`config.mk`:
```
export PLATFORM = sky130hd
export DESIGN_NAME = source_text_tokenizer_core
export DESIGN_NICKNAME = d
export VERILOG_FILES = /design/src/rtl/core/stt_pkg.sv /design/src/rtl/core/stt_front.sv /design/src/rtl/core/stt_fifo.sv /design/src/rtl/core/stt_back.sv /design/src/rtl/core/source_text_tokenizer_core.sv
export SDC_FILE = /design/constraint.sdc
export NUM_CORES = 1
export LEC_CHECK = 0
export BUFFER_PORTS_ARGS = -buffer_cell sky130_fd_sc_hd__buf_2
export CORE_MARGIN = 2
export CORE_UTILIZATION = 38
export CTS_CLUSTER_SIZE = 14
export DETAILED_ROUTE_END_ITERATION = 7
export GPL_ROUTABILITY_DRIVEN = 0
export HOLD_SLACK_MARGIN = 0.15
export PLACE_DENSITY = 0.58
export SLEW_MARGIN = 20
export SYNTH_ARGS = -nofsm -noshare
export SYNTH_HDL_FRONTEND = slang
export SYNTH_SLANG_ARGS = --single-unit
```
`constraint.sdc`:
```
create_clock -name clk_i -period 15.7 [get_ports clk_i]
set_clock_uncertainty 0.2 [all_clocks]
set_input_delay 3.14 -clock clk_i [delete_from_list [all_inputs] [get_ports clk_i]]
set_output_delay 3.14 -clock clk_i [all_outputs]
set_load 0.01 [all_outputs]
```
`src/rtl/core/stt_pkg.sv`:
```
package stt_pkg;

  localparam int unsigned ByteW  = 8;
  localparam int unsigned CountW = 16;
  localparam int unsigned LineW  = 32;
  localparam int unsigned ClassW = 3;
  localparam int unsigned NSlot  = 2;
  localparam int unsigned QueueDepthDefault = 4;
  localparam int unsigned CfgIdxW = 8;
  localparam int unsigned CfgDataW = 16;

  localparam logic [CfgIdxW-1:0] CfgMaxBytes   = 8'd0;
  localparam logic [CfgIdxW-1:0] CfgCountLines = 8'd1;
  localparam logic [CountW-1:0]  MaxBytesReset = 16'd4096;

  localparam logic [ByteW-1:0] ChNewline   = 8'h0a;
  localparam logic [ByteW-1:0] ChBackslash = 8'h5c;
  localparam logic [ByteW-1:0] ChStar      = 8'h2a;
  localparam logic [ByteW-1:0] ChSlash     = 8'h2f;
  localparam logic [ByteW-1:0] ChDquote    = 8'h22;
  localparam logic [ByteW-1:0] ChSquote    = 8'h27;

  typedef enum logic [3:0] {
    PH_IDLE, PH_SPACE, PH_ALPHA, PH_DIGIT, PH_STR, PH_STR_ESC,
    PH_SLASH, PH_BLOCK, PH_BLOCK_STAR, PH_LINE
  } phase_e;

  typedef enum logic [ClassW-1:0] {
    CL_SPACE, CL_ALPHA, CL_DIGIT, CL_STRING, CL_COMMENT, CL_SINGLE, CL_EOI
  } class_e;

  typedef struct packed {
    logic [ByteW-1:0] out_byte;
    logic             byte_valid;
    class_e           token_class;
    logic             token_end;
    logic             truncated;
    logic [LineW-1:0] line_number;
  } res_t;

  typedef struct packed {
    logic [1:0]           cnt;
    res_t [NSlot-1:0]     res;
  } bundle_t;

  function automatic logic is_space(logic [ByteW-1:0] b);
    return (b == 8'd32) || (b >= 8'd9 && b <= 8'd13);
  endfunction

  function automatic logic is_alpha(logic [ByteW-1:0] b);
    return (b >= 8'h41 && b <= 8'h5a) || (b >= 8'h61 && b <= 8'h7a);
  endfunction

  function automatic logic is_digit(logic [ByteW-1:0] b);
    return b >= 8'h30 && b <= 8'h39;
  endfunction

endpackage

```
`src/rtl/core/stt_front.sv`:
```
module stt_front (
  input  logic                        clk_i,
  input  logic                        rst_ni,
  input  logic                        cfg_we_i,
  input  logic [stt_pkg::CfgIdxW-1:0] cfg_index_i,
  input  logic [stt_pkg::CfgDataW-1:0] cfg_data_i,
  input  logic                        in_valid_i,
  output logic                        in_ready_o,
  input  logic                        in_mode_i,
  input  logic [stt_pkg::ByteW-1:0]   in_byte_i,
  output logic                        push_o,
  output stt_pkg::bundle_t            bundle_o,
  input  logic                        full_i
);
  import stt_pkg::*;

  typedef struct packed {
    phase_e              phase;
    logic [ByteW-1:0]    held;
    logic                hv;
    class_e              cls;
    logic [ByteW-1:0]    delim;
    logic [CountW-1:0]   bytes;
    logic [LineW-1:0]    nl;
    logic                cut;
    logic [1:0]          n;
    res_t [NSlot-1:0]    res;
  } scan_t;

  logic [CountW-1:0] max_q;
  logic              cl_q;
  scan_t             cur, nxt;
  phase_e            phase_q;
  logic [ByteW-1:0]  held_q, delim_q;
  logic              hv_q, cut_q;
  class_e            cls_q;
  logic [CountW-1:0] bytes_q;
  logic [LineW-1:0]  nl_q;

  function automatic scan_t put(scan_t s, logic [ByteW-1:0] b, logic v, class_e c, logic e);
    res_t r;
    r.out_byte    = b;
    r.byte_valid  = v;
    r.token_class = c;
    r.token_end   = e;
    r.truncated   = s.cut;
    r.line_number = s.nl;
    s.res[s.n[0]] = r;
    s.n = s.n + 2'd1;
    return s;
  endfunction

  function automatic scan_t give(scan_t s, logic [ByteW-1:0] b, logic e,
                                 logic [CountW-1:0] mx);
    if (s.bytes < mx) begin
      s.bytes = s.bytes + 16'd1;
      s = put(s, b, 1'b1, s.cls, e);
    end else begin
      s.cut = 1'b1;
      if (e) s = put(s, 8'd0, 1'b0, s.cls, 1'b1);
    end
    return s;
  endfunction

  function automatic scan_t extend(scan_t s, logic [ByteW-1:0] b, logic [CountW-1:0] mx);
    if (s.bytes < mx) begin
      s.bytes = s.bytes + 16'd1;
      if (s.hv) s = put(s, s.held, 1'b1, s.cls, 1'b0);
      s.held = b;
      s.hv = 1'b1;
    end else begin
      s.cut = 1'b1;
    end
    return s;
  endfunction

  function automatic scan_t count_nl(scan_t s, logic [ByteW-1:0] b, logic cl);
    if (b == ChNewline && cl) s.nl = s.nl + 32'd1;
    return s;
  endfunction

  function automatic scan_t end_run(scan_t s);
    if (s.hv) s = put(s, s.held, 1'b1, s.cls, 1'b1);
    else s = put(s, 8'd0, 1'b0, s.cls, 1'b1);
    s.hv = 1'b0;
    s.phase = PH_IDLE;
    return s;
  endfunction

  function automatic scan_t start_token(scan_t s, logic [ByteW-1:0] b,
                                        logic [CountW-1:0] mx, logic cl);
    s.bytes = '0;
    s.cut = 1'b0;
    s.hv = 1'b0;
    if (is_space(b) || is_alpha(b) || is_digit(b) || b == ChSlash) begin
      if (is_space(b)) begin
        s.phase = PH_SPACE; s.cls = CL_SPACE;
      end else if (is_alpha(b)) begin
        s.phase = PH_ALPHA; s.cls = CL_ALPHA;
      end else if (is_digit(b)) begin
        s.phase = PH_DIGIT; s.cls = CL_DIGIT;
      end else begin
        s.phase = PH_SLASH; s.cls = CL_SINGLE;
      end
      s = extend(s, b, mx);
      if (s.phase == PH_SPACE) s = count_nl(s, b, cl);
    end else if (b == ChDquote || b == ChSquote) begin
      s.phase = PH_STR;
      s.cls = CL_STRING;
      s.delim = b;
      s = give(s, b, 1'b0, mx);
    end else begin
      s.phase = PH_IDLE;
      s.cls = CL_SINGLE;
      s = give(s, b, 1'b1, mx);
    end
    return s;
  endfunction

  always_comb begin
    cur = '0;
    cur.phase = phase_q;
    cur.held  = held_q;
    cur.hv    = hv_q;
    cur.cls   = cls_q;
    cur.delim = delim_q;
    cur.bytes = bytes_q;
    cur.nl    = nl_q;
    cur.cut   = cut_q;
  end

  always_comb begin
    nxt = cur;
    if (in_mode_i) begin
      unique case (cur.phase)
        PH_SPACE, PH_ALPHA, PH_DIGIT, PH_SLASH, PH_LINE: nxt = end_run(nxt);
        PH_STR, PH_STR_ESC: nxt = give(nxt, nxt.delim, 1'b1, max_q);
        PH_BLOCK, PH_BLOCK_STAR: nxt = give(nxt, ChSlash, 1'b1, max_q);
        default: ;
      endcase
      nxt.phase = PH_IDLE;
      nxt.hv = 1'b0;
      nxt.bytes = '0;
      nxt.cut = 1'b0;
      nxt = put(nxt, 8'd0, 1'b0, CL_EOI, 1'b1);
    end else begin
      unique case (cur.phase)
        PH_SPACE: begin
          if (is_space(in_byte_i)) begin
            nxt = extend(nxt, in_byte_i, max_q);
            nxt = count_nl(nxt, in_byte_i, cl_q);
          end else begin
            nxt = end_run(nxt);
            nxt = start_token(nxt, in_byte_i, max_q, cl_q);
          end
        end
        PH_ALPHA: begin
          if (is_alpha(in_byte_i)) nxt = extend(nxt, in_byte_i, max_q);
          else begin
            nxt = end_run(nxt);
            nxt = start_token(nxt, in_byte_i, max_q, cl_q);
          end
        end
        PH_DIGIT: begin
          if (is_digit(in_byte_i)) nxt = extend(nxt, in_byte_i, max_q);
          else begin
            nxt = end_run(nxt);
            nxt = start_token(nxt, in_byte_i, max_q, cl_q);
          end
        end
        PH_LINE: begin
          if (in_byte_i != ChNewline) nxt = extend(nxt, in_byte_i, max_q);
          else begin
            nxt = end_run(nxt);
            nxt = start_token(nxt, in_byte_i, max_q, cl_q);
          end
        end
        PH_SLASH: begin
          if (in_byte_i == ChStar) begin
            nxt.cls = CL_COMMENT;
            if (nxt.hv) nxt = put(nxt, nxt.held, 1'b1, CL_COMMENT, 1'b0);
            nxt.hv = 1'b0;
            nxt = give(nxt, in_byte_i, 1'b0, max_q);
            nxt.phase = PH_BLOCK;
          end else if (in_byte_i == ChSlash) begin
            nxt.cls = CL_COMMENT;
            nxt.phase = PH_LINE;
            nxt = extend(nxt, in_byte_i, max_q);
          end else begin
            nxt = end_run(nxt);
            nxt = start_token(nxt, in_byte_i, max_q, cl_q);
          end
        end
        PH_STR: begin
          if (in_byte_i == cur.delim) begin
            nxt = give(nxt, in_byte_i, 1'b1, max_q);
            nxt.phase = PH_IDLE;
          end else begin
            nxt = give(nxt, in_byte_i, 1'b0, max_q);
            if (in_byte_i == ChBackslash) nxt.phase = PH_STR_ESC;
          end
        end
        PH_STR_ESC: begin
          nxt = give(nxt, in_byte_i, 1'b0, max_q);
          nxt.phase = PH_STR;
        end
        PH_BLOCK: begin
          nxt = give(nxt, in_byte_i, 1'b0, max_q);
          if (in_byte_i == ChStar) nxt.phase = PH_BLOCK_STAR;
        end
        PH_BLOCK_STAR: begin
          if (in_byte_i == ChSlash) begin
            nxt = give(nxt, in_byte_i, 1'b1, max_q);
            nxt.phase = PH_IDLE;
          end else begin
            nxt = give(nxt, in_byte_i, 1'b0, max_q);
            if (in_byte_i != ChStar) nxt.phase = PH_BLOCK;
          end
        end
        default: nxt = start_token(nxt, in_byte_i, max_q, cl_q);
      endcase
    end
  end

  assign in_ready_o = !full_i;
  assign push_o = in_valid_i && in_ready_o && (nxt.n != 2'd0);
  assign bundle_o.cnt = nxt.n;
  assign bundle_o.res = nxt.res;

  always_ff @(posedge clk_i or negedge rst_ni) begin
    if (!rst_ni) begin
      max_q <= MaxBytesReset;
      cl_q  <= 1'b1;
    end else if (cfg_we_i) begin
      if (cfg_index_i == CfgMaxBytes) max_q <= cfg_data_i;
      else if (cfg_index_i == CfgCountLines) cl_q <= cfg_data_i[0];
    end
  end

  always_ff @(posedge clk_i or negedge rst_ni) begin
    if (!rst_ni) begin
      phase_q <= PH_IDLE;
      held_q  <= '0;
      hv_q    <= 1'b0;
      cls_q   <= CL_SPACE;
      delim_q <= '0;
      bytes_q <= '0;
      nl_q    <= '0;
      cut_q   <= 1'b0;
    end else if (in_valid_i && in_ready_o) begin
      phase_q <= nxt.phase;
      held_q  <= nxt.held;
      hv_q    <= nxt.hv;
      cls_q   <= nxt.cls;
      delim_q <= nxt.delim;
      bytes_q <= nxt.bytes;
      nl_q    <= nxt.nl;
      cut_q   <= nxt.cut;
    end
  end

endmodule

```
`src/rtl/core/stt_fifo.sv`:
```
module stt_fifo #(
  parameter int unsigned Depth = stt_pkg::QueueDepthDefault
) (
  input  logic             clk_i,
  input  logic             rst_ni,
  input  logic             push_i,
  input  stt_pkg::bundle_t wdata_i,
  output logic             full_o,
  input  logic             pop_i,
  output logic             empty_o,
  output stt_pkg::bundle_t rdata_o
);
  import stt_pkg::*;

  localparam int unsigned PtrW = (Depth > 1) ? $clog2(Depth) : 1;
  localparam int unsigned CntW = $clog2(Depth + 1);
  localparam logic [PtrW-1:0] LastPtr = PtrW'(Depth - 1);
  localparam logic [CntW-1:0] FullCnt = CntW'(Depth);

  bundle_t         mem_q [Depth];
  logic [PtrW-1:0] wptr_q, rptr_q;
  logic [CntW-1:0] cnt_q;
  logic            do_push, do_pop;

  assign full_o  = (cnt_q == FullCnt);
  assign empty_o = (cnt_q == '0);
  assign do_push = push_i && !full_o;
  assign do_pop  = pop_i && !empty_o;
  assign rdata_o = mem_q[rptr_q];

  always_ff @(posedge clk_i) begin
    if (do_push) mem_q[wptr_q] <= wdata_i;
  end

  always_ff @(posedge clk_i or negedge rst_ni) begin
    if (!rst_ni) begin
      wptr_q <= '0;
      rptr_q <= '0;
      cnt_q  <= '0;
    end else begin
      if (do_push) wptr_q <= (wptr_q == LastPtr) ? '0 : wptr_q + 1'b1;
      if (do_pop) rptr_q <= (rptr_q == LastPtr) ? '0 : rptr_q + 1'b1;
      if (do_push && !do_pop) cnt_q <= cnt_q + 1'b1;
      else if (do_pop && !do_push) cnt_q <= cnt_q - 1'b1;
    end
  end

  a_cnt_bound: assert property (@(posedge clk_i) disable iff (!rst_ni) cnt_q <= FullCnt)
    else $error("queue count overflow");
  a_push_grow: assert property (@(posedge clk_i) disable iff (!rst_ni)
    (do_push && !do_pop) |=> cnt_q == $past(cnt_q) + 1'b1)
    else $error("queue count did not grow");
  a_push_nonempty: assert property (@(posedge clk_i) disable iff (!rst_ni)
    do_push |-> wdata_i.cnt != 2'd0)
    else $error("empty bundle queued");

endmodule

```
`src/rtl/core/stt_back.sv`:
```
module stt_back (
  input  logic             clk_i,
  input  logic             rst_ni,
  input  logic             empty_i,
  input  stt_pkg::bundle_t head_i,
  output logic             pop_o,
  output logic             out_valid_o,
  input  logic             out_ready_i,
  output stt_pkg::res_t    out_res_o
);
  import stt_pkg::*;

  logic idx_q, idx_d, last;

  assign out_valid_o = !empty_i;
  assign out_res_o   = head_i.res[idx_q];
  assign last        = (head_i.cnt == 2'd1) || idx_q;
  assign pop_o       = out_valid_o && out_ready_i && last;

  always_comb begin
    idx_d = idx_q;
    if (out_valid_o && out_ready_i) idx_d = !last;
  end

  always_ff @(posedge clk_i or negedge rst_ni) begin
    if (!rst_ni) idx_q <= 1'b0;
    else idx_q <= idx_d;
  end

  a_idx_in_range: assert property (@(posedge clk_i) disable iff (!rst_ni)
    (out_valid_o && idx_q) |-> head_i.cnt == 2'd2)
    else $error("slot index past bundle");
  a_idx_hold: assert property (@(posedge clk_i) disable iff (!rst_ni)
    (out_valid_o && !out_ready_i) |=> idx_q == $past(idx_q))
    else $error("slot index moved while stalled");
  a_pop_clears: assert property (@(posedge clk_i) disable iff (!rst_ni)
    pop_o |=> !idx_q)
    else $error("slot index not cleared on pop");

endmodule

```
`src/rtl/core/source_text_tokenizer_core.sv`:
```
// source text tokenizer
// slave stream: one transfer per character (s_tuser_i = 0, byte in s_tdata_i)
// or an end-of-input mark (s_tuser_i = 1). master stream: one transfer per
// token byte; m_tlast_o marks the last transfer of a token, class 6 closes input.
// config channel: cfg_index_i 0 = max token bytes, 1 = count lines; always ready,
// write only while idle.
// the scanner takes one character per cycle while the queue is not full and writes
// any results it causes (at most two) as one bundle into a small queue; the output
// side drains one result per cycle while the receiver is ready. a token byte appears
// one character late for runs (whitespace, letters, digits, line comments, slash),
// at once for strings and block comments; results are registered in the queue,
// whose head drives the output directly. sustained rate: one character per cycle
// while most characters yield at most one result; characters yielding two results
// need the single output port twice, which drains the queue one result at a time.
// reset clears the scanner, line count and queue and loads the register defaults.
// a stalled receiver holds m_tdata_o steady; once the queue fills, s_tready_o
// drops until a bundle drains.
module source_text_tokenizer_core #(
  parameter int unsigned QueueDepth = stt_pkg::QueueDepthDefault
) (
  input  logic                          clk_i,
  input  logic                          rst_ni,
  input  logic                          cfg_valid_i,
  output logic                          cfg_ready_o,
  input  logic [stt_pkg::CfgIdxW-1:0]   cfg_index_i,
  input  logic [stt_pkg::CfgDataW-1:0]  cfg_data_i,
  input  logic                          s_tvalid_i,
  output logic                          s_tready_o,
  input  logic [7:0]                    s_tdata_i,  // in_byte
  input  logic                          s_tuser_i,  // mode
  output logic                          m_tvalid_o,
  input  logic                          m_tready_i,
  output logic [39:0]                   m_tdata_o,  // out_byte, line_number
  output logic [4:0]                    m_tuser_o,  // byte_valid, token_class, truncated
  output logic                          m_tlast_o
);
  import stt_pkg::*;

  logic    push, full, pop, empty;
  bundle_t wbundle, head;
  res_t    res;

  assign cfg_ready_o = 1'b1;

  stt_front u_front (
    .clk_i       (clk_i),
    .rst_ni      (rst_ni),
    .cfg_we_i    (cfg_valid_i && cfg_ready_o),
    .cfg_index_i (cfg_index_i),
    .cfg_data_i  (cfg_data_i),
    .in_valid_i  (s_tvalid_i),
    .in_ready_o  (s_tready_o),
    .in_mode_i   (s_tuser_i),
    .in_byte_i   (s_tdata_i),
    .push_o      (push),
    .bundle_o    (wbundle),
    .full_i      (full)
  );

  stt_fifo #(.Depth(QueueDepth)) u_fifo (
    .clk_i   (clk_i),
    .rst_ni  (rst_ni),
    .push_i  (push),
    .wdata_i (wbundle),
    .full_o  (full),
    .pop_i   (pop),
    .empty_o (empty),
    .rdata_o (head)
  );

  stt_back u_back (
    .clk_i       (clk_i),
    .rst_ni      (rst_ni),
    .empty_i     (empty),
    .head_i      (head),
    .pop_o       (pop),
    .out_valid_o (m_tvalid_o),
    .out_ready_i (m_tready_i),
    .out_res_o   (res)
  );

  assign m_tdata_o = {res.line_number, res.out_byte};
  assign m_tuser_o = {res.truncated, res.token_class, res.byte_valid};
  assign m_tlast_o = res.token_end;

endmodule

```
* Word-level counts from Yosys, hierarchy flattened *
Memories as Yosys holds them, arrays and structs flattened.
Cells that the tools add are included.

operators by class
  reduce and logical (&&, ||, !) cells = 52
  multiplexer cells = 180
  bitwise logic cells = 1
  $lt $le $gt $ge = 26
  equality and inequality tests = 37
  $add $sub $neg = 20

operators with widths
  kind                                                  count
  2-to-1 mux 163 bit                                    20
  2-to-1 mux 167 bit                                    15
  bitwise mux 92 bit                                    17
  one-hot mux 167 bit (9 select lines)                  1
  2-to-1 mux 166 bit                                    6
  2-to-1 mux 128 bit                                    6
  2-to-1 mux 127 bit                                    6
  2-to-1 mux 94 bit                                     7
  one-hot mux 163 bit (3 select lines)                  1
  2-to-1 mux 93 bit                                     5
  2-to-1 mux 143 bit                                    3
  2-to-1 mux 46 bit                                     9
  demux 46 bit (select 1 bit)                           7
  2-to-1 mux 155 bit                                    2
  adder 32 x 1 -> 32 bit (second input constant)        7
  2-to-1 mux 32 bit                                     7
  2-to-1 mux 72 bit                                     3
  2-to-1 mux 33 bit                                     6
  2-to-1 mux 68 bit                                     2
  2-to-1 mux 4 bit                                      29
  2-to-1 mux 48 bit                                     2
  2-to-1 mux 9 bit                                      6
  nonzero test 11 bit                                   4
  equality test 8 x 6 -> 1 bit (second input constant)  5
  other kinds (52)                                      140

storage, ports and cells
  memory bits (writable) = 376
  input port bits = 38
  memories kept = 1
  output and inout port bits = 49
  word-level logic and storage cells = 331
  flip-flop bits (word level) = 98

memory list
  name          depth  width  read ports  clocked after Yosys merged registers in  wr ports  RTL line        RTL
  u_fifo.mem_q  4      94     1           0                                        1         stt_fifo.sv:20  bundle_t mem_q [Depth];

* Logic depth before layout (Yosys ltp) *
  word-level depth = 25
  depth in mapped cells = 22

* Modules after synthesis *
Synthesis repeated with hierarchy kept, for this count alone.

second synthesis, totals
  cell total of the unflattened synthesis = 1698
  area total of the unflattened synthesis = 23334.9 sq um

by module, submodules not included
  module                      area an instance (sq um)  times used  sequential area each (sq um)  cells an instance
  stt_fifo                    14037.2                   1           11466.0                       529
  stt_front                   8635.8                    1           2254.7                        1108
  stt_back                    650.6                     1           25.0                          59
  source_text_tokenizer_core  11.3                      1           0.0                           2

* Worst setup path after synthesis *
Ideal clock, no wire load.

  path type = input to register
  start = input s_tdata_i[4]
  end = memory u_fifo.mem_q[0][0] (netlist bit) (enable)
  arrival = 7.230 ns
  path slack = 7.806 ns
  stages on the path = 8
  setup time = 0.463 ns
  path buffers = 1
  path through = buf_6 nor3_1 nand3_1 nor3_1 a2111oi_0 o2111a_1 a21oi_4 and2_1

on the way
  longest elaborated chain between the ends = 16
  elaborated cells on any way between the ends = 52
  classes of those cells = 8 x order compare; 7 x eq/ne; 24 x mux; 13 x reduce/logical

ends and longest elaborated chain
  item                                                                RTL line                          RTL
  start, declared                                                     source_text_tokenizer_core.sv:29  input logic [7:0] s_tdata_i,
  greater-or-equal comparator 8 x 4 -> 1 bit (tied with other cells)  stt_pkg.sv:47                     return (b == 8'd32) || (b >= 8'd9 && b <= 8'd13);
  logical AND 1 bit (on tied branches)                                stt_pkg.sv:47, stt_pkg.sv:51
  logical OR 1 bit (on tied branches)                                 stt_pkg.sv:47, stt_pkg.sv:51
  logical OR 1 bit (3 in a row)                                       stt_front.sv:95                   if (is_space(b) || is_alpha(b) || is_digit(b) || b == ChSlash) begin
  2-to-1 mux 167 bit                                                  stt_front.sv:95
  2-to-1 mux 167 bit                                                  stt_front.sv:185                  end else if (in_byte_i == ChSlash) begin
  2-to-1 mux 167 bit                                                  stt_front.sv:179                  if (in_byte_i == ChStar) begin
  one-hot mux 167 bit (9 select lines) (*)                            stt_front.sv:147                  unique case (cur.phase)
  2-to-1 mux 167 bit (*)                                              stt_front.sv:134                  if (in_mode_i) begin
  nonzero test 2 bit (*)                                              stt_front.sv:226                  assign push_o = in_valid_i && in_ready_o && (nxt.n != 2'd0);
  logical AND 1 bit (*)                                               stt_front.sv:226
  logical AND 1 bit (*)                                               stt_fifo.sv:27                    assign do_push = push_i && !full_o;
  via u_fifo.do_push                                                  stt_fifo.sv:23                    logic do_push, do_pop;
  2-to-1 mux 1 bit (*)                                                stt_fifo.sv:32                    if (do_push) mem_q[wptr_q] <= wdata_i;
  2-to-1 mux 1 bit (not written as such) (*)                          stt_fifo.sv:32
  end, declared                                                       stt_fifo.sv:20

Mark *: on every way through the listed nets, which the timed path passes. The rest lies on a longest branch. The select of a mux whose other input is x is not followed.

* Worst setup path after layout *
  start = input s_tdata_i[4]
  end = memory u_fifo.mem_q[2][19] (netlist bit) (enable)

The elaborated chain is that of the path after synthesis.

==> results.ini <==
[hold_path]
holdCritPathClass=flip-flop to flip-flop

[cts]
htree_num_levels=2
root_buffer=clkbuf_16
cts_sinks=474
insertion_delay_ps=600
cts_buffer_depth=3
postCtsSetupBuffers=0
cts_tree=done
clk_pin_slew_ps=60
ctsHoldBuffers=0
cts_resized=0
cts_made_buffers=49

[floorplanning]
core_um2=57900
die_y_um=246
io_pins=87
row_count=88
dieArea_um2=60700
start_util=0.386
die_w_um=246

[global_routing]
grt_pass1_wl_mm=85.4
gr-total-overflow=0
grt_pass1_vias=14100
grt_max_degree=67
grtUsageTotal=0.183
grt_antenna_before_repair=0

[drt]
top_layer=met4
wl_met2_mm=27.1
num_vias=14138
drt_wl_total_mm=55.5
drt_iter0_markers=1362
met1Wirelength_mm=23.3
post_drt_wl_per_cell_um=22.7
first_pass_iters=6
drtAntennaViolNets=0
vias_per_cell=5.79
drc=0
routed-wl-met3_mm=3.55

[logic_synthesis]
netlist_area_um2=22300
synth-edff-count=376
syn_inst=1571
yosys_warnings=0
ys_ff_latch=474
syn_nets=1635
ys_types=96
ys_seq_area_frac=0.616
ys_async_sr_fraction=0.207
synth_flop_cell=edfxtp_1
avgSynthCellArea_um2=14.2

[worst_setup_path]
cp.arrival_ps=7080
cp-end-kind=flip-flop
path_class=input port to flip-flop
worst_r2r_endpoint=u_fifo.mem_q[2][19]$_DFFE_PP_
r2r_slack_ps=9480
crit_path_start_kind=input port
endpoint=u_fifo.mem_q[2][19]$_DFFE_PP_
reg2reg_from=u_front.bytes_q[13]$_DFFE_PN0P_
crit_path_start=s_tdata_i[4]
worstRegToRegCells=14
crit_path_max_fanout=50
critPathRequiredTime_ps=15710

[timing]
finalMaxSlewViolations=0
setup_viol=0
tightest_slew_ps=1070
timing.fmax_mhz=142
finalSetupTns_ps=0
layout_min_cycle_time_ps=7070
grt_setup_unrepaired=false
hold_viol=0
timing.slew.headroom=0.284
finalCritPeriodShare=0.450

[pwr]
switching_power_uw=1560
power_frac_comb=0.346
clkPwrFrac=0.248
p_seq_frac=0.406
power.density_nw_per_um2=182
ir_drop_mv=0.110
switching_share=0.342
internal-power_uw=3010
p_leak_uw=0.00897

[run_status]
status=finished, final reports clean

[final_layout]
finalNonFillerCells=2442
diodes=0
layout.nets=1701
layout_commonest_cell=edfxtp_1
final_cell_mix=edfxtp_1, dfrtp_1, mux4_2, and2_1, buf_2
syn2layout_area_growth_pct=12.5
final_area_um2=25100
drive_above_1_share=0.226

[placement]
portBuffers=85
hpwl_mm=35.6
place_area_um2=23500
place_inst=2349

[job]
maxCapViolations=0

critical path, stage by stage:
cell       delay [ps]
buf_2             180
nor3_1            410
nand3_1           320
nor3_1            710
a2111oi_0         240
o2111a_1          350
a21oi_4           270
and2_4            720
buf_4             680
layout make-up:
cell class / count / area [µm²]
Fill cell: 5255 / 32800
Inverter: 39 / 146
Clock inverter: 27 / 231
Tap cell: 765 / 957
Multi-Input combinational cell: 966 / 8080
Timing Repair Buffer: 107 / 617
Sequential cell: 474 / 13800
Clock buffer: 64 / 1330
worst min-delay path by stage:
stage                                     from                               to  slack (ps)  depth (start not counted)
2_1_floorplan  u_front.bytes_q[15]$_DFFE_PN0P_  u_front.bytes_q[15]$_DFFE_PN0P_         260                          1
3_3_place_gp      u_front.cls_q[1]$_DFFE_PN0P_     u_front.cls_q[1]$_DFFE_PN0P_         290                          1
3_5_place_dp     u_front.held_q[3]$_DFFE_PN0P_    u_front.held_q[3]$_DFFE_PN0P_         290                          1
4_1_cts          u_front.held_q[3]$_DFFE_PN0P_    u_front.held_q[3]$_DFFE_PN0P_         310                          1
5_1_grt           u_front.cls_q[1]$_DFFE_PN0P_     u_front.cls_q[1]$_DFFE_PN0P_         330                          1
6_report         u_front.held_q[0]$_DFFE_PN0P_    u_front.held_q[0]$_DFFE_PN0P_         300                          1
routing by layer:
metal,track usage,vias to the layer above
met3,0.0367,133
met2,0.306,545
met4,0.0553,0
li1,-,6354
met5,0,-
met1,0.242,7106
logic make-up (layout without fill, tap and decap cells):
| kind of cell | count (synthesis) | count (layout) | share of synthesized area |
|---|---|---|---|
| XOR/XNOR | 32 | 32 | 0.0126 |
| AND/OR/NAND/NOR | 436 | 436 | 0.109 |
| flip-flops | 474 | 474 | 0.616 |
| AO/OA/AOI/OAI | 315 | 315 | 0.0981 |
| adder cells (fa/ha/maj) | 26 | 26 | 0.0149 |
| multiplexers | 156 | 156 | 0.125 |
| buffers and inverters | 131 | 237 | 0.0246 |
| other | 1 | 1 | 0.000168 |
state kept, by name, summed over array words and instances, names as in the netlist, 2 cells and up:
name	cells
u_fifo.mem_q	376
u_front.nl_q	32
u_front.bytes_q	16
u_front.max_q	16
u_front.delim_q	8
u_front.held_q	8
u_front.phase_q	4
u_fifo.cnt_q	3
u_front.cls_q	3
u_fifo.rptr_q	2
u_fifo.wptr_q	2
synth_stat cells, types with 6 or more instances:
cell type,instances,area (µm²)
a211oi_1,13,97.6
a21o_1,13,97.6
a21oi_1,58,290
a22o_1,13,114
a31oi_1,20,125
a41oi_1,9,78.8
and2_1,89,557
and3_1,20,125
and4_1,6,52.6
buf_1,15,56.3
buf_2,17,85.1
clkbuf_1,52,195
dfrtp_1,96,2400
edfxtp_1,376,11300
ha_1,25,313
inv_1,38,143
mux2_2,61,687
mux4_2,92,2070
nand2_1,75,282
nand2b_1,12,75.1
nand3_1,40,200
nand4_1,22,138
nor2_1,70,263
nor3_1,25,125
nor4_1,21,131
nor4b_1,8,70.1
o211ai_1,8,60.1
o21a_1,9,67.6
o21ai_0,71,355
o221ai_1,7,61.3
o22ai_1,15,93.8
o31ai_1,9,67.6
or3_1,10,62.6
xnor2_1,16,140
xor2_1,16,140
stage by stage:
step | utilization | setup WS [ps] | power (µW) | hold WS (ps)
after floorplan | - | 7810 | 2920 | 257
after global placement | 0.406 | 8100 | 3460 | 294
after detailed placement | 0.406 | 8050 | 3480 | 291
after CTS | 0.433 | 8420 | 4620 | 307
after global routing | 0.434 | 8290 | 4810 | 333
final | 0.434 | 8630 | 4570 | 304
power groups by stage:
stage,Sequential [µW],Clock (µW),Combinational (µW)
2_1_floorplan,1810,0,1110
3_3_place_gp,1900,0,1560
3_5_place_dp,1910,0,1570
4_1_cts,1880,1160,1570
5_1_grt,1890,1210,1710
6_report,1860,1130,1580
No activity file was read; power rests on OpenSTA's default activity.
